**src/rtl/core/e2c_pkg.sv**
```systemverilog
package e2c_pkg;

    // Field widths
    localparam int IN_W   = 48;
    localparam int YEAR_W = 24;

    // Seconds to days: 86400 = 675 << 7, the low seven bits pass straight through
    localparam int SECS_PER_DAY = 86400;
    localparam int DAY_SHIFT    = 7;
    localparam int DAY_ODD      = SECS_PER_DAY >> DAY_SHIFT;
    localparam int HALF_W       = 21;
    localparam int SPLIT_W      = IN_W - DAY_SHIFT + 1;
    localparam int DAY_BIAS_EXP = 31;

    // Bias that makes the shifted seconds non-negative; a multiple of 675
    localparam logic [SPLIT_W-1:0] SEC_BIAS = SPLIT_W'(DAY_ODD) << DAY_BIAS_EXP;

    // Calendar constants
    localparam int SHIFT_TO_MARCH0   = 719468;
    localparam int DAYS_PER_ERA      = 146097;
    localparam int LAST_DAY_OF_ERA   = 146096;
    localparam int DAYS_PER_CENTURY  = 36524;
    localparam int DAYS_PER_4Y_LESS1 = 1460;
    localparam int DAYS_PER_YEAR     = 365;
    localparam int DAYS_PER_WEEK     = 7;
    localparam int EPOCH_WEEKDAY     = 4;
    localparam int SECS_PER_MIN      = 60;
    localparam int MINS_PER_HOUR     = 60;
    localparam int YEARS_PER_ERA     = 400;
    localparam int YEARS_PER_CENTURY = 100;
    localparam int TM_YEAR_BASE      = 1900;
    localparam int DAYS_JAN_FEB      = 59;

    // Era count is kept biased so that the era division is unsigned
    localparam int ERA_BIAS_EXP   = 14;
    localparam int ERA_COUNT_BIAS = 1 << ERA_BIAS_EXP;

    // Offset from the biased day count to the biased March-based day count
    localparam logic [31:0] DU_OFS = 32'(64'(SHIFT_TO_MARCH0)
        + (64'(DAYS_PER_ERA) << ERA_BIAS_EXP) - (64'd1 << DAY_BIAS_EXP));

    // Offset from the biased day count to a count whose residue mod 7 is the weekday
    localparam logic [31:0] WD_OFS = 32'((64'(EPOCH_WEEKDAY)
        + 64'(DAYS_PER_WEEK - 1) * (64'd1 << DAY_BIAS_EXP)) % 64'(DAYS_PER_WEEK));

    // Estimating reciprocals: quotient is exact or one short, fixed in the next stage
    localparam int EST_K = 32;
    localparam logic [31:0] RCP_DAY_ODD = 32'((64'd1 << EST_K) / 64'(DAY_ODD));
    localparam logic [31:0] RCP_ERA     = 32'((64'd1 << EST_K) / 64'(DAYS_PER_ERA));
    localparam logic [31:0] RCP_WEEK    = 32'((64'd1 << EST_K) / 64'(DAYS_PER_WEEK));

    // Exact reciprocals (rounded up) for narrow dividends
    localparam int MIN_K   = 23;
    localparam int HOUR_K  = 17;
    localparam int C4Y_K   = 29;
    localparam int CENT_K  = 34;
    localparam int YEAR_K  = 27;
    localparam int CENTY_K = 16;
    localparam logic [31:0] RCP_MIN  = 32'(((64'd1 << MIN_K) + 64'(SECS_PER_MIN) - 64'd1)
                                          / 64'(SECS_PER_MIN));
    localparam logic [31:0] RCP_HOUR = 32'(((64'd1 << HOUR_K) + 64'(MINS_PER_HOUR) - 64'd1)
                                          / 64'(MINS_PER_HOUR));
    localparam logic [31:0] RCP_C4Y  = 32'(((64'd1 << C4Y_K) + 64'(DAYS_PER_4Y_LESS1) - 64'd1)
                                          / 64'(DAYS_PER_4Y_LESS1));
    localparam logic [31:0] RCP_CENT = 32'(((64'd1 << CENT_K) + 64'(DAYS_PER_CENTURY) - 64'd1)
                                          / 64'(DAYS_PER_CENTURY));
    localparam logic [31:0] RCP_YEAR = 32'(((64'd1 << YEAR_K) + 64'(DAYS_PER_YEAR) - 64'd1)
                                          / 64'(DAYS_PER_YEAR));
    localparam logic [31:0] RCP_CENTY = 32'(((64'd1 << CENTY_K) + 64'(YEARS_PER_CENTURY)
                                          - 64'd1) / 64'(YEARS_PER_CENTURY));

    // March-based month starts; index 10 is January
    localparam int MONTHS = 12;
    localparam int MP_JAN = 10;
    localparam int MARCH_INDEX = 2;
    localparam logic [8:0] MONTH_START [MONTHS] = '{
        9'd0, 9'd31, 9'd61, 9'd92, 9'd122, 9'd153,
        9'd184, 9'd214, 9'd245, 9'd275, 9'd306, 9'd337
    };

    // Pipeline shape
    localparam int SPLIT_STAGES = 5;
    localparam int CIVIL_STAGES = 6;
    localparam int NUM_STAGES   = SPLIT_STAGES + CIVIL_STAGES;

    typedef struct packed {
        logic [CIVIL_STAGES-1:0] civil;
        logic [SPLIT_STAGES-1:0] split;
    } t_pipe_en;

    typedef struct packed {
        logic [31:0] q;
        logic [31:0] r;
    } t_quot_rem;

    // Quotient by reciprocal multiply and shift
    function automatic logic [31:0] f_div_est(input logic [31:0] x, input logic [31:0] m,
                                              input int k);
        logic [63:0] prod;
        prod = 64'(x) * 64'(m);
        return 32'(prod >> k);
    endfunction

    // Remainder from an estimate that may be one short, with one correction step
    function automatic t_quot_rem f_div_fix(input logic [31:0] x, input logic [31:0] qe,
                                            input logic [31:0] d);
        logic [63:0] prod;
        logic [31:0] rem;
        t_quot_rem   res;
        prod = 64'(qe) * 64'(d);
        rem  = x - prod[31:0];
        if (rem >= d) begin
            res.q = qe + 32'd1;
            res.r = rem - d;
        end else begin
            res.q = qe;
            res.r = rem;
        end
        return res;
    endfunction

endpackage

```
**src/rtl/core/e2c_day_split.sv**
```systemverilog
module e2c_day_split
    import e2c_pkg::*;
(
    input  logic                    i_clk,
    input  logic [SPLIT_STAGES-1:0] i_en,
    input  logic signed [IN_W-1:0]  i_epoch_seconds,
    output logic [31:0]             o_days_u,
    output logic [16:0]             o_tod
);

    logic [IN_W-1:0]    r_s1_secs;
    logic [SPLIT_W-1:0] w_u;
    logic [31:0]        n_s2_qe;
    logic [HALF_W-1:0]  r_s2_uh;
    logic [HALF_W-1:0]  r_s2_ul;
    logic [HALF_W-1:0]  r_s2_qe;
    logic [DAY_SHIFT-1:0] r_s2_low;
    t_quot_rem          w_fh;
    logic [11:0]        r_s3_qh;
    logic [30:0]        r_s3_x2;
    logic [DAY_SHIFT-1:0] r_s3_low;
    logic [31:0]        n_s4_qe;
    logic [11:0]        r_s4_qh;
    logic [30:0]        r_s4_x2;
    logic [HALF_W-1:0]  r_s4_qe;
    logic [DAY_SHIFT-1:0] r_s4_low;
    t_quot_rem          w_fl;
    logic [32:0]        w_days;
    logic [31:0]        r_s5_days_u;
    logic [16:0]        r_s5_tod;

    // Input register
    always_ff @(posedge i_clk) begin
        if (i_en[0]) begin
            r_s1_secs <= i_epoch_seconds;
        end
    end

    // Drop the low seven bits, bias to non-negative, estimate the high digit over 675
    assign w_u     = {r_s1_secs[IN_W-1], r_s1_secs[IN_W-1:DAY_SHIFT]} + SEC_BIAS;
    assign n_s2_qe = f_div_est(32'(w_u[SPLIT_W-1:HALF_W]), RCP_DAY_ODD, EST_K);

    always_ff @(posedge i_clk) begin
        if (i_en[1]) begin
            r_s2_uh  <= w_u[SPLIT_W-1:HALF_W];
            r_s2_ul  <= w_u[HALF_W-1:0];
            r_s2_qe  <= n_s2_qe[HALF_W-1:0];
            r_s2_low <= r_s1_secs[DAY_SHIFT-1:0];
        end
    end

    // Fix the high digit, carry its remainder into the low dividend
    assign w_fh = f_div_fix(32'(r_s2_uh), 32'(r_s2_qe), 32'(DAY_ODD));

    always_ff @(posedge i_clk) begin
        if (i_en[2]) begin
            r_s3_qh  <= w_fh.q[11:0];
            r_s3_x2  <= {w_fh.r[9:0], r_s2_ul};
            r_s3_low <= r_s2_low;
        end
    end

    // Estimate the low digit
    assign n_s4_qe = f_div_est(32'(r_s3_x2), RCP_DAY_ODD, EST_K);

    always_ff @(posedge i_clk) begin
        if (i_en[3]) begin
            r_s4_qh  <= r_s3_qh;
            r_s4_x2  <= r_s3_x2;
            r_s4_qe  <= n_s4_qe[HALF_W-1:0];
            r_s4_low <= r_s3_low;
        end
    end

    // Fix the low digit; join digits into the biased day count and rebuild time of day
    assign w_fl   = f_div_fix(32'(r_s4_x2), 32'(r_s4_qe), 32'(DAY_ODD));
    assign w_days = {r_s4_qh, w_fl.q[HALF_W-1:0]};

    always_ff @(posedge i_clk) begin
        if (i_en[4]) begin
            r_s5_days_u <= w_days[31:0];
            r_s5_tod    <= {w_fl.r[9:0], r_s4_low};
        end
    end

    assign o_days_u = r_s5_days_u;
    assign o_tod    = r_s5_tod;

endmodule

```
**config.mk**
```make
export PLATFORM = sky130hd
export DESIGN_NAME = e2c_day_split
export DESIGN_NICKNAME = d
export VERILOG_FILES = /design/src/rtl/core/e2c_pkg.sv /design/src/rtl/core/e2c_day_split.sv
export SDC_FILE = /design/constraint.sdc
export NUM_CORES = 2
export LEC_CHECK = 0
export BUFFER_PORTS_ARGS = -buffer_cell sky130_fd_sc_hd__buf_2
export CAP_MARGIN = 20
export CORE_ASPECT_RATIO = 0.5
export CORE_MARGIN = 2
export CORE_UTILIZATION = 30
export CTS_BUF_LIST = sky130_fd_sc_hd__clkbuf_2
export CTS_CLUSTER_DIAMETER = 120
export DETAILED_ROUTE_END_ITERATION = 8
export MAX_ROUTING_LAYER = met4
export PLACE_DENSITY = 0.55
export SLEW_MARGIN = 5
export SYNTH_ARGS = -nofsm -noshare
export SYNTH_HDL_FRONTEND = slang
export SYNTH_SLANG_ARGS = --single-unit
export TNS_END_PERCENT = 1
```
**constraint.sdc**
```tcl
create_clock -name i_clk -period 8.4 [get_ports i_clk]
set_input_delay 0.84 -clock i_clk [delete_from_list [all_inputs] [get_ports i_clk]]
set_output_delay 0.84 -clock i_clk [all_outputs]
set_load 0.01 [all_outputs]
```
==> flow_metrics.env <==
export IMPL_status="complete, no violations"
export IMPL_grt_start_max_net_pins=71
export IMPL_ys_seq_elements=277
export IMPL_cap_violations=0
export IMPL_drt_iter0_markers=943
export IMPL_cp_start_kind="flop"
export IMPL_fp_dieW_um=475
export IMPL_synthesis_area_um2=33300
export IMPL_first_pass_iters=5
export IMPL_fin_util=0.336
export IMPL_skew_ns=0.150
export IMPL_syn_inst=2961
export IMPL_min_period_ns=7.99
export IMPL_cp_data_arrival_time_ns=8.85
export IMPL_period_share=0.951
export IMPL_min_from="i_en[4]"
export IMPL_synthFlopType="edfxtp_1"
export IMPL_final_common_cell="inv_1"
export IMPL_antenna_found_initial=2
export IMPL_die_area_um2=114000
export IMPL_slew_violations=0
export IMPL_async_flop_share=0
export IMPL_place_area_um2=35700
export IMPL_clock_sinks=277
export IMPL_crit_type="flop to flop"
export IMPL_cts_buffers=71
export IMPL_synth_seq_area_share=0.250
export IMPL_cts_root_buf="clkbuf_2"
export IMPL_slowest_delay_ns=0.53
export IMPL_fillCellCount=11100
export IMPL_clk_pin_slew_ns=0.15
export IMPL_grt_usage=0.139
export IMPL_crit_start="r_s1_secs[38]$_DFFE_PP_"
export IMPL_critPathMaxFanout=6
export IMPL_postRouteAntennaNets=0
export IMPL_worstSetupEndpointType="flop"
export IMPL_fin_nets=4339
export IMPL_row_count=86
export IMPL_synth_fp_nets=4116
export IMPL_io_buffers=102
export IMPL_hold_slack_ns=0.293
export IMPL_overflow=0
export IMPL_yosysTopAreaCell="ha_1"
export IMPL_clkLatencyLatePin_ns=1.23
export IMPL_cts_tree="yes"
export IMPL_drc=0
export IMPL_mostFrequentLayoutCells="inv_1, ha_1, fa_1, edfxtp_1, buf_2"
export IMPL_setup_viol=0
export IMPL_die_y_um=240
export IMPL_tightest_slew_ns=0.976
export IMPL_grt_pass1_vias=22600
export IMPL_floorplan_initialDensity=0.302
export IMPL_via_count=21000
export IMPL_crit_slowest_cell="fa_1"
export IMPL_relSlewSlack=0.348
export IMPL_drt_wl_total_um=73700
export IMPL_viasPerCell=4.44
export IMPL_final_hold_viol_count=0
export IMPL_final_area_um2=37000
export IMPL_place_gp_congestion=0.878
export IMPL_max_freq_mhz=125
export IMPL_hp_class="input port to flop"
export IMPL_ioPinCount=103
export IMPL_synth_cell_type_count=79
export IMPL_cts_buffer_depth=3
export IMPL_r2r_start="r_s1_secs[38]$_DFFE_PP_"
export IMPL_syn_area_per_cell_um2=11.2
export IMPL_htree_num_levels=3
export IMPL_wl_per_cell_um=15.6
export IMPL_yosys_warnings=0
export IMPL_finalNonFillerCells=4724
export IMPL_area_delta_synth_final_pct=11.0
export IMPL_dp_cells=4554
export IMPL_netlist_area_leader_share=0.262
export IMPL_required_ns=9.26
export IMPL_grt_pass1_wl_um=120000
export IMPL_core_um2=110000
export IMPL_cp_common_cell="inv_1"
export IMPL_synth_edff_count=277
export IMPL_place_hpwl_um=60600
export IMPL_drive_above_1_share=0.0822
export IMPL_synth_area_leaders="ha_1, edfxtp_1, fa_1, inv_1, xnor2_1"
==> per-layer routing <==
layer	track usage	part of all wire
met2	0.225	0.47
met3	0.0250	0.031
met4	0.0385	0.023
met5	-	0
met1	0.179	0.47
==> sequential cells by signal (all words and copies together), names as in the netlist, 17 cells and up <==
| name | flops |
|---|---|
| o_days_u | 32 |
| o_tod | 17 |
| r_s1_secs | 48 |
| r_s2_uh | 21 |
| r_s2_ul | 21 |
| r_s3_x2 | 31 |
| r_s4_qe | 21 |
| r_s4_x2 | 31 |
==> critical path, delay by kind of cell, from the launching register on <==
| kind | cells | cell delay [ns] |
|---|---|---|
| buffers and inverters | 9 | 0.71 |
| AOI/OAI and AO/OA | 9 | 1.53 |
| and+or+nand+nor | 5 | 0.97 |
| xor gates and xnor gates | 1 | 0.12 |
| adders and majority gates | 10 | 3.81 |
| DFF | 1 | 0.50 |
==> logic make-up after synthesis <==
family                     share of synthesized area
adders and majority gates                      0.505
buffers and inverters                         0.0888
and+or+nand+nor                               0.0573
AOI/OAI and AO/OA                             0.0647
DFF                                            0.250
xor gates and xnor gates                      0.0313
muxes                                        0.00278
other                                       0.000113
==> through the flow <==
step	setup TNS, ns	worst slack (ns)
after floorplan	0	0.717
after global placement	0	0.272
after detailed placement	0	0.198
after CTS	0	0.0715
after global routing	-0.0101	-0.0101
final	0	0.410
==> final cells by class <==
cell class	instances	area [um2]	share of cell area
antenna	6	15.0	0.000406
inverter	759	2850	0.0771
multi-input combinational	1902	22100	0.597
sequential	277	8320	0.225
timing repair buffer	173	1160	0.0315
clock inverter	21	213	0.00575
tap	1496	1870	0.0506
clock buffer	90	450	0.0122
==> cell usage after synthesis, types with 7 or more instances <==
| library cell | count |
|---|---|
| and2_1 | 9 |
| nand4_1 | 28 |
| mux2i_1 | 7 |
| o22ai_1 | 7 |
| a21o_1 | 37 |
| or3_1 | 9 |
| ha_1 | 696 |
| nand2b_1 | 25 |
| nand2_1 | 72 |
| nor2b_1 | 14 |
| nor2_1 | 68 |
| o21a_1 | 13 |
| nor3_1 | 31 |
| a31oi_1 | 15 |
| buf_2 | 7 |
| nand3_1 | 29 |
| o21ai_0 | 52 |
| and3_1 | 17 |
| o31ai_1 | 8 |
| fa_1 | 405 |
| xnor2_1 | 85 |
| o21bai_1 | 12 |
| edfxtp_1 | 277 |
| a211oi_1 | 10 |
| a21oi_1 | 80 |
| nor3b_1 | 11 |
| xor2_1 | 34 |
| clkbuf_1 | 14 |
| inv_1 | 759 |
| nor4_1 | 10 |
| or2_2 | 9 |
==> what timing repair did <==
item,4_1_cts,5_1_grt
resized for setup,0,14
endpoints found under the setup margin,0,5
setup buffers,0,5
hold endpoints to repair,48,0
hold buffers,48,0
==> final timing paths <==
check                                to  slack [ns]  depth (start not counted)
hold reg to reg    r_s3_x2[4]$_DFFE_PP_        0.36                          0
setup reg to reg  r_s2_qe[10]$_DFFE_PP_        0.41                         34
setup / recovery  r_s2_qe[10]$_DFFE_PP_        0.41                         34
hold / removal      o_tod[14]$_DFFE_PP_        0.29                          2
Power is left out: the tool's default activity adds up to more than one toggle a clock period on the data nets, which glitch-free logic cannot reach.
