## src/rtl/core/e2c_pkg.sv

```systemverilog
package e2c_pkg;

    // Field widths
    localparam int IN_W   = 48;
    localparam int YEAR_W = 24;

    // Seconds to days: 86400 = 675 << 7, the low seven bits pass straight through
    localparam int SECS_PER_DAY = 86400;
    localparam int DAY_SHIFT    = 7;
    localparam int DAY_ODD      = SECS_PER_DAY >> DAY_SHIFT;
    localparam int HALF_W       = 21;
    localparam int SPLIT_W      = IN_W - DAY_SHIFT + 1;
    localparam int DAY_BIAS_EXP = 31;

    // Bias that makes the shifted seconds non-negative; a multiple of 675
    localparam logic [SPLIT_W-1:0] SEC_BIAS = SPLIT_W'(DAY_ODD) << DAY_BIAS_EXP;

    // Calendar constants
    localparam int SHIFT_TO_MARCH0   = 719468;
    localparam int DAYS_PER_ERA      = 146097;
    localparam int LAST_DAY_OF_ERA   = 146096;
    localparam int DAYS_PER_CENTURY  = 36524;
    localparam int DAYS_PER_4Y_LESS1 = 1460;
    localparam int DAYS_PER_YEAR     = 365;
    localparam int DAYS_PER_WEEK     = 7;
    localparam int EPOCH_WEEKDAY     = 4;
    localparam int SECS_PER_MIN      = 60;
    localparam int MINS_PER_HOUR     = 60;
    localparam int YEARS_PER_ERA     = 400;
    localparam int YEARS_PER_CENTURY = 100;
    localparam int TM_YEAR_BASE      = 1900;
    localparam int DAYS_JAN_FEB      = 59;

    // Era count is kept biased so that the era division is unsigned
    localparam int ERA_BIAS_EXP   = 14;
    localparam int ERA_COUNT_BIAS = 1 << ERA_BIAS_EXP;

    // Offset from the biased day count to the biased March-based day count
    localparam logic [31:0] DU_OFS = 32'(64'(SHIFT_TO_MARCH0)
        + (64'(DAYS_PER_ERA) << ERA_BIAS_EXP) - (64'd1 << DAY_BIAS_EXP));

    // Offset from the biased day count to a count whose residue mod 7 is the weekday
    localparam logic [31:0] WD_OFS = 32'((64'(EPOCH_WEEKDAY)
        + 64'(DAYS_PER_WEEK - 1) * (64'd1 << DAY_BIAS_EXP)) % 64'(DAYS_PER_WEEK));

    // Estimating reciprocals: quotient is exact or one short, fixed in the next stage
    localparam int EST_K = 32;
    localparam logic [31:0] RCP_DAY_ODD = 32'((64'd1 << EST_K) / 64'(DAY_ODD));
    localparam logic [31:0] RCP_ERA     = 32'((64'd1 << EST_K) / 64'(DAYS_PER_ERA));
    localparam logic [31:0] RCP_WEEK    = 32'((64'd1 << EST_K) / 64'(DAYS_PER_WEEK));

    // Exact reciprocals (rounded up) for narrow dividends
    localparam int MIN_K   = 23;
    localparam int HOUR_K  = 17;
    localparam int C4Y_K   = 29;
    localparam int CENT_K  = 34;
    localparam int YEAR_K  = 27;
    localparam int CENTY_K = 16;
    localparam logic [31:0] RCP_MIN  = 32'(((64'd1 << MIN_K) + 64'(SECS_PER_MIN) - 64'd1)
                                          / 64'(SECS_PER_MIN));
    localparam logic [31:0] RCP_HOUR = 32'(((64'd1 << HOUR_K) + 64'(MINS_PER_HOUR) - 64'd1)
                                          / 64'(MINS_PER_HOUR));
    localparam logic [31:0] RCP_C4Y  = 32'(((64'd1 << C4Y_K) + 64'(DAYS_PER_4Y_LESS1) - 64'd1)
                                          / 64'(DAYS_PER_4Y_LESS1));
    localparam logic [31:0] RCP_CENT = 32'(((64'd1 << CENT_K) + 64'(DAYS_PER_CENTURY) - 64'd1)
                                          / 64'(DAYS_PER_CENTURY));
    localparam logic [31:0] RCP_YEAR = 32'(((64'd1 << YEAR_K) + 64'(DAYS_PER_YEAR) - 64'd1)
                                          / 64'(DAYS_PER_YEAR));
    localparam logic [31:0] RCP_CENTY = 32'(((64'd1 << CENTY_K) + 64'(YEARS_PER_CENTURY)
                                          - 64'd1) / 64'(YEARS_PER_CENTURY));

    // March-based month starts; index 10 is January
    localparam int MONTHS = 12;
    localparam int MP_JAN = 10;
    localparam int MARCH_INDEX = 2;
    localparam logic [8:0] MONTH_START [MONTHS] = '{
        9'd0, 9'd31, 9'd61, 9'd92, 9'd122, 9'd153,
        9'd184, 9'd214, 9'd245, 9'd275, 9'd306, 9'd337
    };

    // Pipeline shape
    localparam int SPLIT_STAGES = 5;
    localparam int CIVIL_STAGES = 6;
    localparam int NUM_STAGES   = SPLIT_STAGES + CIVIL_STAGES;

    typedef struct packed {
        logic [CIVIL_STAGES-1:0] civil;
        logic [SPLIT_STAGES-1:0] split;
    } t_pipe_en;

    typedef struct packed {
        logic [31:0] q;
        logic [31:0] r;
    } t_quot_rem;

    // Quotient by reciprocal multiply and shift
    function automatic logic [31:0] f_div_est(input logic [31:0] x, input logic [31:0] m,
                                              input int k);
        logic [63:0] prod;
        prod = 64'(x) * 64'(m);
        return 32'(prod >> k);
    endfunction

    // Remainder from an estimate that may be one short, with one correction step
    function automatic t_quot_rem f_div_fix(input logic [31:0] x, input logic [31:0] qe,
                                            input logic [31:0] d);
        logic [63:0] prod;
        logic [31:0] rem;
        t_quot_rem   res;
        prod = 64'(qe) * 64'(d);
        rem  = x - prod[31:0];
        if (rem >= d) begin
            res.q = qe + 32'd1;
            res.r = rem - d;
        end else begin
            res.q = qe;
            res.r = rem;
        end
        return res;
    endfunction

endpackage

```

## src/rtl/core/e2c_flow.sv

```systemverilog
module e2c_flow
    import e2c_pkg::*;
(
    input  logic     i_clk,
    input  logic     i_rst_n,
    input  logic     i_in_valid,
    output logic     o_in_stall,
    output logic     o_out_valid,
    input  logic     i_out_stall,
    output t_pipe_en o_en
);

    logic [NUM_STAGES-1:0] r_v;
    logic [NUM_STAGES-1:0] n_v;
    logic [NUM_STAGES-1:0] w_ready;

    // A stage loads when the output is not stalled or it or some stage ahead of it is empty
    for (genvar k = 0; k < NUM_STAGES; k++) begin : g_ready
        assign w_ready[k] = !i_out_stall || !(&r_v[NUM_STAGES-1:k]);
    end

    // Advance valid bits, hold those that cannot move
    assign n_v = (w_ready & {r_v[NUM_STAGES-2:0], i_in_valid}) | (~w_ready & r_v);

    always_ff @(posedge i_clk) begin
        if (!i_rst_n) begin
            r_v <= '0;
        end else begin
            r_v <= n_v;
        end
    end

    assign o_in_stall  = !w_ready[0];
    assign o_out_valid = r_v[NUM_STAGES-1];
    assign o_en.split  = w_ready[SPLIT_STAGES-1:0];
    assign o_en.civil  = w_ready[NUM_STAGES-1:SPLIT_STAGES];

    // Accepted transaction lands in the first stage
    a_accept_lands: assert property (@(posedge i_clk) disable iff (!i_rst_n)
        (i_in_valid && !o_in_stall) |=> r_v[0])
        else $error("accepted transaction missing from first stage");

    // A blocked first stage keeps its transaction
    a_first_held: assert property (@(posedge i_clk) disable iff (!i_rst_n)
        (r_v[0] && !w_ready[1]) |=> r_v[0])
        else $error("blocked transaction dropped from first stage");

    // An empty pipeline never pushes back
    a_empty_open: assert property (@(posedge i_clk) disable iff (!i_rst_n)
        (r_v == '0) |-> !o_in_stall)
        else $error("stall raised with empty pipeline");

    // A full pipeline with a stalled result pushes back
    a_full_stalls: assert property (@(posedge i_clk) disable iff (!i_rst_n)
        ((&r_v) && i_out_stall) |-> o_in_stall)
        else $error("full pipeline accepted a transaction");

endmodule

```

## config.mk

```make
export PLATFORM = sky130hd
export DESIGN_NAME = e2c_flow
export DESIGN_NICKNAME = d
export VERILOG_FILES = /design/src/rtl/core/e2c_pkg.sv /design/src/rtl/core/e2c_flow.sv
export SDC_FILE = /design/constraint.sdc
export NUM_CORES = 1
export LEC_CHECK = 0
export ABC_AREA = 1
export BUFFER_PORTS_ARGS = -buffer_cell sky130_fd_sc_hd__buf_2
export CAP_MARGIN = 20
export CORE_AREA = 2 2 39 41
export DETAILED_ROUTE_END_ITERATION = 8
export DIE_AREA = 0 0 41 43
export PLACE_DENSITY = 0.63
export SLEW_MARGIN = 20
export SYNTH_ARGS = -nofsm -noshare
export SYNTH_HDL_FRONTEND = slang
export SYNTH_SLANG_ARGS = --single-unit
```

## constraint.sdc

```tcl
create_clock -name i_clk -period 3.14 [get_ports i_clk]
set_input_delay 0.785 -clock i_clk [delete_from_list [all_inputs] [get_ports i_clk]]
set_output_delay 0.785 -clock i_clk [all_outputs]
set_load 0.03 [all_outputs]
```

==> flow_summary_export.csv, run 1 <==
group,metric,value,unit
detailed_routing,wl_per_cell,8.833,um
sta,slew_headroom,78.81,%
worst_hold_path,hold_path_class,"reg2reg",
placed_design,dp_slack,0.7120,ns
setup_path,cpLargestDelayFamily,"simple AND/OR/NAND/NOR gates",
detailed_routing,wl_met3,47,um
synth,synth-edff-count,0,
run,drv_cap,0,
placed_design,io_buffers,16,
clock_tree,cts_hold_buf,0,
setup_path,worst-endpoint-required,2.35,ns
sta,hold_violations,0,
pwr,power.leakage,0.2044,nW
clock_tree,cts_tree,"yes",
setup_path,slowest_stage,"nor2_4",
finish,drive_gt1_share,30.00,%
clock_tree,clock_latency,0.27,ns
sta,min_period_over_period,77.24,%
synth,ys.flop_type,"dfxtp_1",
setup_path,cp-endpoint,"o_en[0]",
clock_tree,postCtsSetupRepairBufs,0,
detailed_routing,drt-initial-drc-count,4,
synth,synth.net_count,65,
setup_path,cp.arrival,1.64,ns
synth,yosys.area.top_type,"dfxtp_1",
global_routing,grt.total_usage,11.08,%
clock_tree,cts.sinks,11,
clock_tree,cts_buffer_depth,2,
finish,nets,85,
floorplan,initial_core_util,32.46,%
synth,syn_inst,61,
detailed_routing,ant_nets,0,
detailed_routing,top_layer_used,"met4",
placed_design,gp_congestion,0.7371,
floorplan,rows,14,
global_routing,grt_pass1_vias,336,
detailed_routing,finalWirelength,848,um
clock_tree,cts_made_buffers,3,
synth,yosys-top-cells-area,"dfxtp_1 49%, inv_1 12%, a21oi_1 10%",
setup_path,path_max_fanout,8,
synth,ys.warnings.count,0,
detailed_routing,routed-via-count,428,
sta,final-max-slew-violation-count,0,
outcome,status,"complete, no violations",
sta,period_needed,2.425,ns
finish,fin_util,41.32,%
synth,yosys.cell_count.top_type,"inv_1",
floorplan,die_y,43,um
synth,syn_avg_cell_area,7.364,um^2
detailed_routing,wl_met2,361,um
setup_path,cp_num_cells,7,
floorplan,die-area,1763,um^2
detailed_routing,met1_length,424,um
setup_path,r2r_cells,4,
setup_path,worst_setup_path_end_kind,"output port",
global_routing,grt_overflow,0,
detailed_routing,dr.pass1.iters,4,
floorplan,core,1384,um^2
synth,synth_cell_types,10,
pwr,ir_drop,0.1690,mV
setup_path,path_cells,"buf_2 -> nand3_2 -> nor2_4 -> nand3_2 -> nor2_2 -> inv_1 -> buf_2",
detailed_routing,drc_errors,0,
setup_path,critPathKind,"in2out",
pwr,power,0.0002450,W
sta,fin_skew,0.005847,ns
finish,antenna_cells,0,
synth,ys_seq_elements,11,
sta,fin_ws,0.7147,ns
pwr,powerDensity,428.4,nW/um^2
synth,yosysSeqAreaShare,49.03,%
synth,syn-cell-area,449.2,um^2
global_routing,grt_max_degree,12,
detailed_routing,viasPerCell,4.458,
setup_path,cpPeakStageDelay,0.20,ns
setup_path,start_kind,"input pin",
setup_path,critPathBufInv,3,
sta,rsz0062_at_grt,"no",
floorplan,die_w,41,um
finish,syn2layout_area_growth,27.30,%
sta,tightest_slew,0.3175,ns
sta,setup_viol,0,
global_routing,grt_pass1_wl,1.290,mm
global_routing,antenna_found_initial,0,
setup_path,rrSetupSlack,2.12,ns
placed_design,post-dp-hpwl,647.9,um
synth,synthArstFlopShare,0,%
setup_path,crit_start,"i_out_stall",
sta,fmax,0.4123,GHz
synth,ys_top_cells_by_count,"14 x inv_1, 11 x dfxtp_1, 9 x a21oi_1, 9 x nand2_1, 8 x nor2_1",
clock_tree,htreeDepth,1,
sta,tns,0,ns
floorplan,io_pins,17,
clock_tree,clkSlewWorstSetupHoldPaths,0.07,ns
clock_tree,cts_resized,0,
synth,synth_top_area_share,49.03,%
clock_tree,root_buffer,"clkbuf_4",
## layout by cell type, fill, tap and decap left out
cell / netlist / final
buf_2: 0 / 16
inv_1: 14 / 14
dfxtp_1: 11 / 11
nand2_1: 9 / 9
a21oi_1: 9 / 9
nor2_1: 8 / 8
nand3_1: 4 / 4
clkbuf_4: 0 / 3
nand3_2: 2 / 2
nor2_2: 2 / 2
nor2_4: 1 / 1
clkbuf_1: 1 / 1
## cells by family after synthesis
family                 count (synthesis)  share of synthesized area, %
and+or+nand+nor                       26                         28.41
buffers and inverters                 15                         12.53
AOI/OAI and AO/OA                      9                         10.03
DFF                                   11                         49.02
## power by group
part,internal [W],switching (W)
sequential,0.000141,0.00000114
clock,0.0000491,0.0000464
combinational,0.00000250,0.00000434
## layer usage
layer,global-route usage [%],up-vias
met1,14.29,185
li1,-,226
met2,14.06,15
met4,10.00,0
met3,3.141,2
met5,0,-
## cell type report
cell class,instances,area (um^2)
Clock buffer,4,26.28
Timing Repair Buffer,16,80.08
Inverter,14,52.55
Tap cell,16,20.02
Multi-Input combinational cell,35,172.7
Fill cell,156,812.0
Sequential cell,11,220.2
## worst min-delay path, cell delays in order (launching register included)
cell and delay, ns:
dfxtp_1 0.32, inv_1 0.05, a21oi_1 0.05
## worst min path at each step
stage | from | to | slack, ns | cells past startpoint
global route | flop | flop | 0.49 | 2
CTS | flop | flop | 0.47 | 2
finish | flop | flop | 0.47 | 2
global placement | flop | flop | 0.45 | 2
detailed placement | flop | flop | 0.45 | 2
floorplan | flop | flop | 0.43 | 2
## per-stage QoR
stage / instances / instance area, um^2 / hold slack (ns)
floorplan: 61 / 449.2 / 0.4303
CTS: 96 / 571.8 / 0.4689
finish: 96 / 571.8 / 0.4702
global placement: 92 / 545.5 / 0.4498
global route: 96 / 571.8 / 0.4903
detailed placement: 92 / 545.5 / 0.4523
(Power assumes the default switching activity.)
==> run 2, diff against run 1 <==
--- a/config.mk
+++ b/config.mk
@@ -11,7 +11,7 @@
 export CORE_AREA = 2 2 39 41
 export DETAILED_ROUTE_END_ITERATION = 8
 export DIE_AREA = 0 0 41 43
-export PLACE_DENSITY = 0.63
+export PLACE_DENSITY = 0.65
 export SLEW_MARGIN = 20
 export SYNTH_ARGS = -nofsm -noshare
 export SYNTH_HDL_FRONTEND = slang
==> constraint.sdc (replaced) <==
create_clock -name i_clk -period 2 [get_ports i_clk]
set_input_delay 0.5 -clock i_clk [delete_from_list [all_inputs] [get_ports i_clk]]
set_output_delay 0.5 -clock i_clk [all_outputs]
set_load 0.03 [all_outputs]
==> flow_summary_export.csv, run 2 (synthesis gave the netlist of run 1 again) <==
group,metric,value,unit
clock_tree,cts_buffer_depth,2,
detailed_routing,viasPerCell,4.354,
sta,period_needed,1.870,ns
finish,multiInputGateArea,197.7,um^2
setup_path,cp.arrival,1.37,ns
pwr,seqPwrFrac,57.6,%
outcome,status,"complete, no violations",
finish,stdcell_count,99,
placed_design,gp_congestion,0.7066,
setup_path,r2r_cells,5,
detailed_routing,wl_per_cell,9.293,um
pwr,swShare,21.91,%
setup_path,start_kind,"flop",
placed_design,post-dp-hpwl,644.7,um
placed_design,io_buffers,16,
finish,fin_util,44.85,%
placed_design,dp_slack,0.1266,ns
setup_path,critPathKind,"reg2out",
worst_hold_path,hold_path_class,"reg2reg",
clock_tree,root_buffer,"clkbuf_4",
sta,hold_violations,0,
placed_design,placed_cells,92,
floorplan,die_y,43,um
detailed_routing,finalWirelength,920,um
floorplan,rows,14,
sta,fin_skew,0.004058,ns
setup_path,worst-endpoint-required,1.50,ns
sta,setup_viol,0,
global_routing,grt.total_usage,11.81,%
global_routing,grt_max_degree,12,
detailed_routing,drt-initial-drc-count,6,
pwr,p_sw,0.00008504,W
sta,tns,0,ns
clock_tree,clkSlewWorstSetupHoldPaths,0.07,ns
finish,final_common_cell,"buf_2",
setup_path,cpPeakStageDelay,0.37,ns
global_routing,antenna_found_initial,0,
finish,regArea,221.5,um^2
pwr,p_int,0.0003031,W
global_routing,grt_pass1_wl,1.373,mm
pwr,clkPwrFrac,39.4,%
floorplan,io_pins,17,
clock_tree,cts_tree,"yes",
finish,drive_gt1_share,33.73,%
worst_hold_path,whs_path_depth,2,
run,drv_cap,0,
detailed_routing,drc_errors,0,
pwr,ir_drop,0.2873,mV
clock_tree,clock_latency,0.27,ns
pwr,powerDensity,625.4,nW/um^2
sta,tightest_slew,0.3343,ns
floorplan,initial_core_util,32.46,%
sta,min_period_over_period,93.49,%
clock_tree,cts.sinks,11,
setup_path,cp_num_cells,5,
sta,final-max-slew-violation-count,0,
sta,slew_headroom,77.69,%
sta,fin_ws,0.1302,ns
clock_tree,cts_made_buffers,3,
finish,syn2layout_area_growth,38.16,%
global_routing,grt_overflow,0,
setup_path,worst_setup_path_end_kind,"output port",
setup_path,cpLargestDelayFamily,"simple AND/OR/NAND/NOR gates",
finish,nets,88,
floorplan,die_w,41,um
detailed_routing,routed-via-count,431,
sta,rsz0062_at_grt,"no",
finish,num-fill-cells,158,
floorplan,die-area,1763,um^2
finish,antenna_cells,0,
detailed_routing,dr.pass1.iters,4,
sta,fmax,0.5348,GHz
setup_path,path_cells,"nand3_4 -> nor2_4 -> buf_4 -> nand3_1 -> buf_2",
detailed_routing,ant_nets,0,
setup_path,rrSetupSlack,0.90,ns
pwr,p_comb_share,3.0,%
setup_path,slowest_stage,"dfxtp_1",
setup_path,path_max_fanout,5,
pwr,power.leakage,0.2214,nW
setup_path,critPathBufInv,2,
clock_tree,htreeDepth,1,
floorplan,core,1384,um^2
global_routing,grt_pass1_vias,355,
finish,final_cell_mix,"16 x buf_2, 14 x inv_1, 10 x dfxtp_1, 9 x nand2_1, 9 x a21oi_1",
==> run 2: cell types whose count changed in the layout (fill, tap and decap cells not counted) <==
cell     previous run  this run
buf_4               0         3
dfxtp_1            11        10
dfxtp_2             0         1
nand3_2             2         0
nand3_4             0         2
nor2_2              2         0
nor2_4              1         3
==> run 2: power by group through the flow <==
stage | registers [W] | clock network (W) | logic [W]
after floorplan | 0.000229 | 0 | 0.00000700
after global placement | 0.000229 | 0 | 0.0000117
after detailed placement | 0.000229 | 0 | 0.0000116
after CTS | 0.000224 | 0.000158 | 0.0000117
after global routing | 0.000224 | 0.000170 | 0.0000131
final | 0.000224 | 0.000153 | 0.0000116
==> run 2: cell type report <==
| class | count | area share [%] |
|---|---|---|
| sequential | 11 | 35.69 |
| tap | 16 | 3.226 |
| multi-input combinational | 35 | 31.85 |
| timing repair buffer | 19 | 16.53 |
| clock buffer | 4 | 4.234 |
| inverter | 14 | 8.468 |
==> run 2: what timing repair did <==
item,4_1_cts,5_1_grt
hold buffers,0,0
endpoints found under the setup margin,0,1
gates resized for setup,0,1
setup buffers,0,3
==> run 2: how the worst max path moves through the flow <==
stage          slack, ns        start       to
6_report            0.13         flop  o_en[5]
3_5_place_dp        0.13  i_out_stall  o_en[0]
5_1_grt             0.03         flop  o_en[0]
4_1_cts             0.09         flop  o_en[0]
3_3_place_gp        0.14  i_out_stall  o_en[0]
2_1_floorplan       0.03  i_out_stall  o_en[0]
==> run 2: worst min-delay path: cells and delay by family (launching register included) <==
family | cells | cell delay [ns]
AO/OA/AOI/OAI | 1 | 0.05
buffers and inverters | 1 | 0.05
flip-flops | 1 | 0.32
==> run 2: stage by stage <==
| stage | power (W) | area, um^2 | hold slack, ns |
|---|---|---|---|
| floorplan | 0.0002355 | 470.5 | 0.4303 |
| global placement | 0.0002407 | 566.8 | 0.4538 |
| detailed placement | 0.0002405 | 566.8 | 0.4453 |
| CTS | 0.0003930 | 593.1 | 0.4610 |
| global route | 0.0004078 | 620.6 | 0.4584 |
| finish | 0.0003881 | 620.6 | 0.4621 |
==> run 2: per-layer routing <==
layer  GRT usage [%]  wire (um)  vias to the layer above
met4           10.00         28                        0
met2           15.63        400                       14
met1           15.03        439                      186
met3           3.141         52                        4
li1                -          -                      227
met5               0          0                        -
