`src/rtl/core/e2c_pkg.sv`:
```
package e2c_pkg;

    // Field widths
    localparam int IN_W   = 48;
    localparam int YEAR_W = 24;

    // Seconds to days: 86400 = 675 << 7, the low seven bits pass straight through
    localparam int SECS_PER_DAY = 86400;
    localparam int DAY_SHIFT    = 7;
    localparam int DAY_ODD      = SECS_PER_DAY >> DAY_SHIFT;
    localparam int HALF_W       = 21;
    localparam int SPLIT_W      = IN_W - DAY_SHIFT + 1;
    localparam int DAY_BIAS_EXP = 31;

    // Bias that makes the shifted seconds non-negative; a multiple of 675
    localparam logic [SPLIT_W-1:0] SEC_BIAS = SPLIT_W'(DAY_ODD) << DAY_BIAS_EXP;

    // Calendar constants
    localparam int SHIFT_TO_MARCH0   = 719468;
    localparam int DAYS_PER_ERA      = 146097;
    localparam int LAST_DAY_OF_ERA   = 146096;
    localparam int DAYS_PER_CENTURY  = 36524;
    localparam int DAYS_PER_4Y_LESS1 = 1460;
    localparam int DAYS_PER_YEAR     = 365;
    localparam int DAYS_PER_WEEK     = 7;
    localparam int EPOCH_WEEKDAY     = 4;
    localparam int SECS_PER_MIN      = 60;
    localparam int MINS_PER_HOUR     = 60;
    localparam int YEARS_PER_ERA     = 400;
    localparam int YEARS_PER_CENTURY = 100;
    localparam int TM_YEAR_BASE      = 1900;
    localparam int DAYS_JAN_FEB      = 59;

    // Era count is kept biased so that the era division is unsigned
    localparam int ERA_BIAS_EXP   = 14;
    localparam int ERA_COUNT_BIAS = 1 << ERA_BIAS_EXP;

    // Offset from the biased day count to the biased March-based day count
    localparam logic [31:0] DU_OFS = 32'(64'(SHIFT_TO_MARCH0)
        + (64'(DAYS_PER_ERA) << ERA_BIAS_EXP) - (64'd1 << DAY_BIAS_EXP));

    // Offset from the biased day count to a count whose residue mod 7 is the weekday
    localparam logic [31:0] WD_OFS = 32'((64'(EPOCH_WEEKDAY)
        + 64'(DAYS_PER_WEEK - 1) * (64'd1 << DAY_BIAS_EXP)) % 64'(DAYS_PER_WEEK));

    // Estimating reciprocals: quotient is exact or one short, fixed in the next stage
    localparam int EST_K = 32;
    localparam logic [31:0] RCP_DAY_ODD = 32'((64'd1 << EST_K) / 64'(DAY_ODD));
    localparam logic [31:0] RCP_ERA     = 32'((64'd1 << EST_K) / 64'(DAYS_PER_ERA));
    localparam logic [31:0] RCP_WEEK    = 32'((64'd1 << EST_K) / 64'(DAYS_PER_WEEK));

    // Exact reciprocals (rounded up) for narrow dividends
    localparam int MIN_K   = 23;
    localparam int HOUR_K  = 17;
    localparam int C4Y_K   = 29;
    localparam int CENT_K  = 34;
    localparam int YEAR_K  = 27;
    localparam int CENTY_K = 16;
    localparam logic [31:0] RCP_MIN  = 32'(((64'd1 << MIN_K) + 64'(SECS_PER_MIN) - 64'd1)
                                          / 64'(SECS_PER_MIN));
    localparam logic [31:0] RCP_HOUR = 32'(((64'd1 << HOUR_K) + 64'(MINS_PER_HOUR) - 64'd1)
                                          / 64'(MINS_PER_HOUR));
    localparam logic [31:0] RCP_C4Y  = 32'(((64'd1 << C4Y_K) + 64'(DAYS_PER_4Y_LESS1) - 64'd1)
                                          / 64'(DAYS_PER_4Y_LESS1));
    localparam logic [31:0] RCP_CENT = 32'(((64'd1 << CENT_K) + 64'(DAYS_PER_CENTURY) - 64'd1)
                                          / 64'(DAYS_PER_CENTURY));
    localparam logic [31:0] RCP_YEAR = 32'(((64'd1 << YEAR_K) + 64'(DAYS_PER_YEAR) - 64'd1)
                                          / 64'(DAYS_PER_YEAR));
    localparam logic [31:0] RCP_CENTY = 32'(((64'd1 << CENTY_K) + 64'(YEARS_PER_CENTURY)
                                          - 64'd1) / 64'(YEARS_PER_CENTURY));

    // March-based month starts; index 10 is January
    localparam int MONTHS = 12;
    localparam int MP_JAN = 10;
    localparam int MARCH_INDEX = 2;
    localparam logic [8:0] MONTH_START [MONTHS] = '{
        9'd0, 9'd31, 9'd61, 9'd92, 9'd122, 9'd153,
        9'd184, 9'd214, 9'd245, 9'd275, 9'd306, 9'd337
    };

    // Pipeline shape
    localparam int SPLIT_STAGES = 5;
    localparam int CIVIL_STAGES = 6;
    localparam int NUM_STAGES   = SPLIT_STAGES + CIVIL_STAGES;

    typedef struct packed {
        logic [CIVIL_STAGES-1:0] civil;
        logic [SPLIT_STAGES-1:0] split;
    } t_pipe_en;

    typedef struct packed {
        logic [31:0] q;
        logic [31:0] r;
    } t_quot_rem;

    // Quotient by reciprocal multiply and shift
    function automatic logic [31:0] f_div_est(input logic [31:0] x, input logic [31:0] m,
                                              input int k);
        logic [63:0] prod;
        prod = 64'(x) * 64'(m);
        return 32'(prod >> k);
    endfunction

    // Remainder from an estimate that may be one short, with one correction step
    function automatic t_quot_rem f_div_fix(input logic [31:0] x, input logic [31:0] qe,
                                            input logic [31:0] d);
        logic [63:0] prod;
        logic [31:0] rem;
        t_quot_rem   res;
        prod = 64'(qe) * 64'(d);
        rem  = x - prod[31:0];
        if (rem >= d) begin
            res.q = qe + 32'd1;
            res.r = rem - d;
        end else begin
            res.q = qe;
            res.r = rem;
        end
        return res;
    endfunction

endpackage

```
`src/rtl/core/e2c_civil.sv`:
```
module e2c_civil
    import e2c_pkg::*;
(
    input  logic                     i_clk,
    input  logic [CIVIL_STAGES-1:0]  i_en,
    input  logic [31:0]              i_days_u,
    input  logic [16:0]              i_tod,
    output logic signed [YEAR_W-1:0] o_years_since_1900,
    output logic [3:0]               o_month_index,
    output logic [4:0]               o_day_of_month,
    output logic [2:0]               o_weekday,
    output logic [8:0]               o_day_of_year,
    output logic [4:0]               o_hour,
    output logic [5:0]               o_minute,
    output logic [5:0]               o_second
);

    // Stage 6
    logic [31:0] w_du;
    logic [31:0] w_wdx;
    logic [31:0] n_s6_era_e;
    logic [31:0] n_s6_wd_e;
    logic [31:0] n_s6_mall;
    logic [31:0] r_s6_du;
    logic [14:0] r_s6_era_e;
    logic [31:0] r_s6_wdx;
    logic [29:0] r_s6_wd_e;
    logic [16:0] r_s6_tod;
    logic [10:0] r_s6_mall;
    // Stage 7
    t_quot_rem   w_fe;
    t_quot_rem   w_fw;
    logic [16:0] w_sec;
    logic [31:0] n_s7_hour;
    logic [14:0] r_s7_era_u;
    logic [17:0] r_s7_doe;
    logic [2:0]  r_s7_wd;
    logic [5:0]  r_s7_sec;
    logic [4:0]  r_s7_hour;
    logic [10:0] r_s7_mall;
    // Stage 8
    logic [31:0] w_q1460;
    logic [31:0] w_q36524;
    logic [17:0] n_s8_num;
    logic [10:0] w_min;
    logic [17:0] r_s8_num;
    logic [17:0] r_s8_doe;
    logic [14:0] r_s8_era_u;
    logic [2:0]  r_s8_wd;
    logic [5:0]  r_s8_sec;
    logic [4:0]  r_s8_hour;
    logic [5:0]  r_s8_min;
    // Stage 9
    logic [31:0]              n_s9_yoe;
    logic signed [15:0]       w_era;
    logic signed [YEAR_W-1:0] n_s9_ybase;
    logic [8:0]               r_s9_yoe;
    logic [17:0]              r_s9_doe;
    logic signed [YEAR_W-1:0] r_s9_ybase;
    logic [2:0]               r_s9_wd;
    logic [5:0]               r_s9_sec;
    logic [4:0]               r_s9_hour;
    logic [5:0]               r_s9_min;
    // Stage 10
    logic [31:0]              w_cent;
    logic [17:0]              w_mbase;
    logic [17:0]              n_s10_mdoy;
    logic                     n_s10_leap;
    logic [8:0]               r_s10_mdoy;
    logic                     r_s10_leap;
    logic signed [YEAR_W-1:0] r_s10_year;
    logic [2:0]               r_s10_wd;
    logic [5:0]               r_s10_sec;
    logic [4:0]               r_s10_hour;
    logic [5:0]               r_s10_min;
    // Stage 11
    logic [3:0]               w_mp;
    logic [8:0]               w_start;
    logic [8:0]               w_mday;
    logic [3:0]               n_month;
    logic [8:0]               n_yday;
    logic signed [YEAR_W-1:0] n_year;
    logic signed [YEAR_W-1:0] r_year;
    logic [3:0]               r_month;
    logic [4:0]               r_mday;
    logic [2:0]               r_wd;
    logic [8:0]               r_yday;
    logic [4:0]               r_hour;
    logic [5:0]               r_min;
    logic [5:0]               r_sec;

    // Bias the days for the era split and the weekday; estimate minutes of the day
    assign w_du       = i_days_u + DU_OFS;
    assign w_wdx      = i_days_u + WD_OFS;
    assign n_s6_era_e = f_div_est(w_du, RCP_ERA, EST_K);
    assign n_s6_wd_e  = f_div_est(w_wdx, RCP_WEEK, EST_K);
    assign n_s6_mall  = f_div_est(32'(i_tod), RCP_MIN, MIN_K);

    always_ff @(posedge i_clk) begin
        if (i_en[0]) begin
            r_s6_du    <= w_du;
            r_s6_era_e <= n_s6_era_e[14:0];
            r_s6_wdx   <= w_wdx;
            r_s6_wd_e  <= n_s6_wd_e[29:0];
            r_s6_tod   <= i_tod;
            r_s6_mall  <= n_s6_mall[10:0];
        end
    end

    // Fix era and weekday; split seconds off; estimate the hour
    assign w_fe      = f_div_fix(r_s6_du, 32'(r_s6_era_e), 32'(DAYS_PER_ERA));
    assign w_fw      = f_div_fix(r_s6_wdx, 32'(r_s6_wd_e), 32'(DAYS_PER_WEEK));
    assign w_sec     = r_s6_tod - 17'(r_s6_mall) * 17'(SECS_PER_MIN);
    assign n_s7_hour = f_div_est(32'(r_s6_mall), RCP_HOUR, HOUR_K);

    always_ff @(posedge i_clk) begin
        if (i_en[1]) begin
            r_s7_era_u <= w_fe.q[14:0];
            r_s7_doe   <= w_fe.r[17:0];
            r_s7_wd    <= w_fw.r[2:0];
            r_s7_sec   <= w_sec[5:0];
            r_s7_hour  <= n_s7_hour[4:0];
            r_s7_mall  <= r_s6_mall;
        end
    end

    // Leap-day corrected day count of the era; split minutes off
    assign w_q1460  = f_div_est(32'(r_s7_doe), RCP_C4Y, C4Y_K);
    assign w_q36524 = f_div_est(32'(r_s7_doe), RCP_CENT, CENT_K);
    assign n_s8_num = r_s7_doe - 18'(w_q1460[6:0]) + 18'(w_q36524[2:0])
                    - 18'(r_s7_doe == 18'(LAST_DAY_OF_ERA));
    assign w_min    = r_s7_mall - 11'(r_s7_hour) * 11'(MINS_PER_HOUR);

    always_ff @(posedge i_clk) begin
        if (i_en[2]) begin
            r_s8_num   <= n_s8_num;
            r_s8_doe   <= r_s7_doe;
            r_s8_era_u <= r_s7_era_u;
            r_s8_wd    <= r_s7_wd;
            r_s8_sec   <= r_s7_sec;
            r_s8_hour  <= r_s7_hour;
            r_s8_min   <= w_min[5:0];
        end
    end

    // Year of era; year base from the era
    assign n_s9_yoe   = f_div_est(32'(r_s8_num), RCP_YEAR, YEAR_K);
    assign w_era      = 16'({1'b0, r_s8_era_u}) - 16'(ERA_COUNT_BIAS);
    assign n_s9_ybase = YEAR_W'(w_era) * YEAR_W'(YEARS_PER_ERA) - YEAR_W'(TM_YEAR_BASE);

    always_ff @(posedge i_clk) begin
        if (i_en[3]) begin
            r_s9_yoe   <= n_s9_yoe[8:0];
            r_s9_doe   <= r_s8_doe;
            r_s9_ybase <= n_s9_ybase;
            r_s9_wd    <= r_s8_wd;
            r_s9_sec   <= r_s8_sec;
            r_s9_hour  <= r_s8_hour;
            r_s9_min   <= r_s8_min;
        end
    end

    // March-based day of year and leap flag of the March year
    assign w_cent     = f_div_est(32'(r_s9_yoe), RCP_CENTY, CENTY_K);
    assign w_mbase    = 18'(r_s9_yoe) * 18'(DAYS_PER_YEAR) + 18'(r_s9_yoe >> 2)
                      - 18'(w_cent[2:0]);
    assign n_s10_mdoy = r_s9_doe - w_mbase;
    assign n_s10_leap = (r_s9_yoe[1:0] == 2'b00)
                     && (r_s9_yoe != 9'(YEARS_PER_CENTURY))
                     && (r_s9_yoe != 9'(2 * YEARS_PER_CENTURY))
                     && (r_s9_yoe != 9'(3 * YEARS_PER_CENTURY));

    always_ff @(posedge i_clk) begin
        if (i_en[4]) begin
            r_s10_mdoy <= n_s10_mdoy[8:0];
            r_s10_leap <= n_s10_leap;
            r_s10_year <= r_s9_ybase + YEAR_W'(r_s9_yoe);
            r_s10_wd   <= r_s9_wd;
            r_s10_sec  <= r_s9_sec;
            r_s10_hour <= r_s9_hour;
            r_s10_min  <= r_s9_min;
        end
    end

    // Find the March-based month by its start day
    always_comb begin
        w_mp = '0;
        for (int i = 0; i < MONTHS; i++) begin
            if (r_s10_mdoy >= MONTH_START[i]) begin
                w_mp = 4'(i);
            end
        end
    end

    assign w_start = MONTH_START[w_mp];
    assign w_mday  = r_s10_mdoy - w_start + 9'd1;
    assign n_month = (w_mp < 4'(MP_JAN)) ? w_mp + 4'(MARCH_INDEX) : w_mp - 4'(MP_JAN);
    assign n_year  = r_s10_year + YEAR_W'(w_mp >= 4'(MP_JAN));
    assign n_yday  = (r_s10_mdoy >= MONTH_START[MP_JAN])
                   ? r_s10_mdoy - MONTH_START[MP_JAN]
                   : r_s10_mdoy + 9'(DAYS_JAN_FEB) + 9'(r_s10_leap);

    // Result register
    always_ff @(posedge i_clk) begin
        if (i_en[5]) begin
            r_year  <= n_year;
            r_month <= n_month;
            r_mday  <= w_mday[4:0];
            r_wd    <= r_s10_wd;
            r_yday  <= n_yday;
            r_hour  <= r_s10_hour;
            r_min   <= r_s10_min;
            r_sec   <= r_s10_sec;
        end
    end

    assign o_years_since_1900 = r_year;
    assign o_month_index      = r_month;
    assign o_day_of_month     = r_mday;
    assign o_weekday          = r_wd;
    assign o_day_of_year      = r_yday;
    assign o_hour             = r_hour;
    assign o_minute           = r_min;
    assign o_second           = r_sec;

endmodule

```
`config.mk`:
```
export PLATFORM = sky130hd
export DESIGN_NAME = e2c_civil
export DESIGN_NICKNAME = d
export VERILOG_FILES = /design/src/rtl/core/e2c_pkg.sv /design/src/rtl/core/e2c_civil.sv
export SDC_FILE = /design/constraint.sdc
export NUM_CORES = 2
export LEC_CHECK = 0
export ABC_AREA = 1
export ABC_CLOCK_PERIOD_IN_PS = 9710
export BUFFER_PORTS_ARGS = -buffer_cell sky130_fd_sc_hd__buf_4
export CAP_MARGIN = 10
export CORE_ASPECT_RATIO = 2
export CORE_MARGIN = 2
export CORE_UTILIZATION = 55
export CTS_CLUSTER_SIZE = 12
export DETAILED_ROUTE_END_ITERATION = 7
export PLACE_DENSITY = 0.71
export SLEW_MARGIN = 25
export SYNTH_ARGS = -nofsm -noshare
export SYNTH_HDL_FRONTEND = slang
export SYNTH_SLANG_ARGS = --single-unit
```
`constraint.sdc`:
```
create_clock -name i_clk -period 9.71 [get_ports i_clk]
set_clock_uncertainty 0.2 [all_clocks]
set_input_delay 0.971 -clock i_clk [delete_from_list [all_inputs] [get_ports i_clk]]
set_output_delay 0.971 -clock i_clk [all_outputs]
set_load 0.005 [all_outputs]
```
==> results.py <==
metrics = {
    "cells_and_area": {
        "areaGrowthSynthToFinish_pct": 6.53,
        "num-fill-cells": 11821,
        "stdcell_area_um2": 78000,
        "nNetsFinal": 10665,
        "drive_gt1_share_pct": 3.46,
    },
    "die": {
        "initial_utilization_pct": 55.3,
        "die_w_um": 262,
        "die_y_um": 520,
        "dieArea_um2": 136000,
        "num_rows": 189,
        "io_pins": 118,
        "core_um2": 132000,
    },
    "hold_path": {
        "hold_start": "r_s8_doe[3]",
        "whs_endpoint": "r_s9_doe[3]",
        "hold_class": "flip-flop to flip-flop",
        "hold_depth": 0,
    },
    "placed_design": {
        "gp_congestion": 1.09,
        "port_buffers": 117,
        "dpl_cell_area_um2": 76500,
        "hpwl_um": 199000,
    },
    "setup_path": {
        "crit_fanout": 7,
        "slowest_stage": "edfxtp_1",
        "r2r-start": "r_s7_doe[15]",
        "r2r-end": "r_s8_num[10]",
        "crit_type": "flip-flop to flip-flop",
        "critical_path_arrival_ns": 9.19,
        "end_kind": "flip-flop",
        "r2r_cells": 33,
        "cp-start-kind": "flip-flop",
        "cp.required_ns": 9.91,
        "max_stage_delay_ns": 0.65,
        "reg2reg_slack_ns": 0.72,
    },
    "drt": {
        "wl_um": 227000,
        "viasPerCell": 5.53,
        "drt_iter0_markers": 2918,
        "drt-pass1-iter-count": 7,
        "wire_per_inst_um": 22.7,
        "ant_nets": 0,
        "drc": 0,
        "vias": 55163,
    },
    "clock_tree": {
        "cts_sinks": 414,
        "cts-root-buf": "clkbuf_16",
        "cts_buffers": 46,
        "clock_latency_ns": 0.68,
        "path_clk_slew_ns": 0.07,
        "clock_path_buffers": 3,
        "htree_levels": 2,
        "hold_buffers": 0,
        "tritoncts": "yes",
    },
    "timing": {
        "rsz0062_at_grt": "false",
        "slew_headroom_pct": 32.0,
        "finalCritPeriodShare_pct": 92.6,
        "final_max_slew_viol_count": 0,
        "fmax_mhz": 111,
        "setup-violations-final": 0,
        "report.final.hold_viol_count": 0,
        "tightest_slew_ns": 1.02,
        "tns_ns": 0,
        "timing.hold.ws_ns": 0.200,
        "fin_crit_ns": 8.99,
    },
    "global_routing": {
        "antenna_found_initial": 9,
        "grt_pass1_wl_um": 344000,
        "grt_overflow": 0,
        "grt_pass1_vias": 60962,
        "grt_max_degree": 66,
        "track_usage_pct": 34.3,
    },
    "yosys": {
        "syn_nets": 10463,
        "syn-instance-count": 8036,
        "ys.flop_type": "edfxtp_1",
        "seq_area_frac_synth_pct": 17.0,
        "synth_most_common_cell": "inv_1",
        "synth-seq-cells": 414,
        "async_flop_share_pct": 0,
        "synth_top_cell_by_area": "fa_1",
        "ys_types": 56,
        "netlist_top_cells_count": "inv_1 (2053), ha_1 (1380), nand2_1 (1188)",
        "synth_area_um2": 73200,
        "synth_area_per_cell_um2": 9.11,
        "yosysWarningCount": 0,
        "synth_top_cell_area_share_pct": 27.1,
        "synth-edff-count": 414,
        "synth_area_leaders": "fa_1 (27%), ha_1 (24%), edfxtp_1 (17%)",
    },
    "job": {
        "drv_cap": 0,
    },
    "outcome": {
        "status": "completed",
    },
}
-- layer usage --
| layer | GRT usage [%] | up-vias | part of all wire (%) |
|---|---|---|---|
| li1 | - | 25743 | - |
| met1 | 28.1 | 26689 | 29 |
| met2 | 65.9 | 1653 | 55 |
| met3 | 4.82 | 1070 | 3.7 |
| met4 | 34.7 | 8 | 13 |
| met5 | 0 | - | 0.025 |
-- layout make-up --
cell class,count,area (um2),area share [%]
multi-input cells,5541,52900,67.9
flip-flops and latches,414,12400,15.9
inverters,2060,7740,9.93
well taps,1719,2150,2.76
repair buffers,175,1310,1.69
clock buffers,49,1160,1.49
clock inverters,19,253,0.324
diodes,3,7.51,0.00963
-- critical path: cells and delay by family, from the launching register on --
kind	cells	cell delay, ns
and+or+nand+nor	8	0.88
xor gates and xnor gates	1	0.15
AOI/OAI and AO/OA	6	1.28
buffers and inverters	8	1.12
DFF	1	0.65
adders and majority gates	10	4.40
-- per-stage QoR --
step           std cells  utilization [%]  worst slack (ns)
3_3_place_gp        9905             57.8             0.650
5_1_grt             9979             58.9             0.252
3_5_place_dp        9905             57.8             0.599
2_1_floorplan       8036                -              1.76
6_report            9980             58.9             0.717
4_1_cts             9973             58.8             0.657
-- timing repair --
action	4_1_cts	5_1_grt
endpoints found under the setup margin	0	3
gates resized for setup	0	2
setup buffers	0	4
-- logic make-up after synthesis --
family,Yosys count,share of synthesized area (%)
adders and majority gates,2371,50.7
and+or+nand+nor,2125,12.2
buffers and inverters,2081,10.7
AOI/OAI and AO/OA,736,5.68
DFF,414,17.0
xor gates and xnor gates,308,3.70
muxes,1,0.0154
-- layout by cell type (no fill, tap or decap), types with 7 or more instances in the layout --
cell type	netlist	final
ha_1	1380	1380
nor2_1	433	432
inv_1	2053	2051
nand2_1	1188	1188
a21boi_0	11	11
nand4_1	68	68
o2111ai_1	7	7
nor4_1	32	32
and2_1	7	7
nand3_1	251	251
o21a_1	17	17
clkbuf_16	0	46
nor3_1	81	81
a211oi_1	9	9
buf_4	3	175
nand2_2	10	10
a31oi_1	36	36
edfxtp_1	414	414
a21oi_1	347	347
xnor2_1	78	78
fa_1	991	991
o21ai_0	191	191
a21o_1	28	28
nand3b_1	24	24
nor2_2	6	7
a221oi_1	10	10
xor2_1	229	229
o21bai_1	35	35
o31ai_1	9	9
o211ai_1	13	13
-- how the worst max path moves through the flow --
| stage | startpoint | to | slack, ns | depth (start not counted) |
|---|---|---|---|---|
| 6_report | r_s7_doe[15] | r_s8_num[10] | 0.72 | 33 |
| 5_1_grt | r_s7_doe[15] | r_s8_num[10] | 0.25 | 33 |
| 4_1_cts | r_s7_doe[16] | r_s8_num[10] | 0.66 | 34 |
| 3_5_place_dp | i_days_u[2] | r_s6_era_e[5] | 0.60 | 27 |
| 3_3_place_gp | i_days_u[2] | r_s6_era_e[9] | 0.65 | 26 |
| 2_1_floorplan | r_s7_doe[8] | r_s8_num[10] | 1.76 | 30 |
-- registers in the layout, indices dropped and copies added (netlist names), 11 cells and up --
register / flops
r_s7_era_u: 15
r_s6_wdx: 31
r_s8_num: 18
r_s8_era_u: 15
r_s7_doe: 18
r_s6_wd_e: 30
r_s6_mall: 11
r_s9_ybase: 20
r_s6_era_e: 15
o_years_since_1900: 24
r_s6_du: 32
r_s10_year: 24
Power is left out: the tool's default activity adds up to more than one toggle a clock period on the data nets, which glitch-free logic cannot reach.
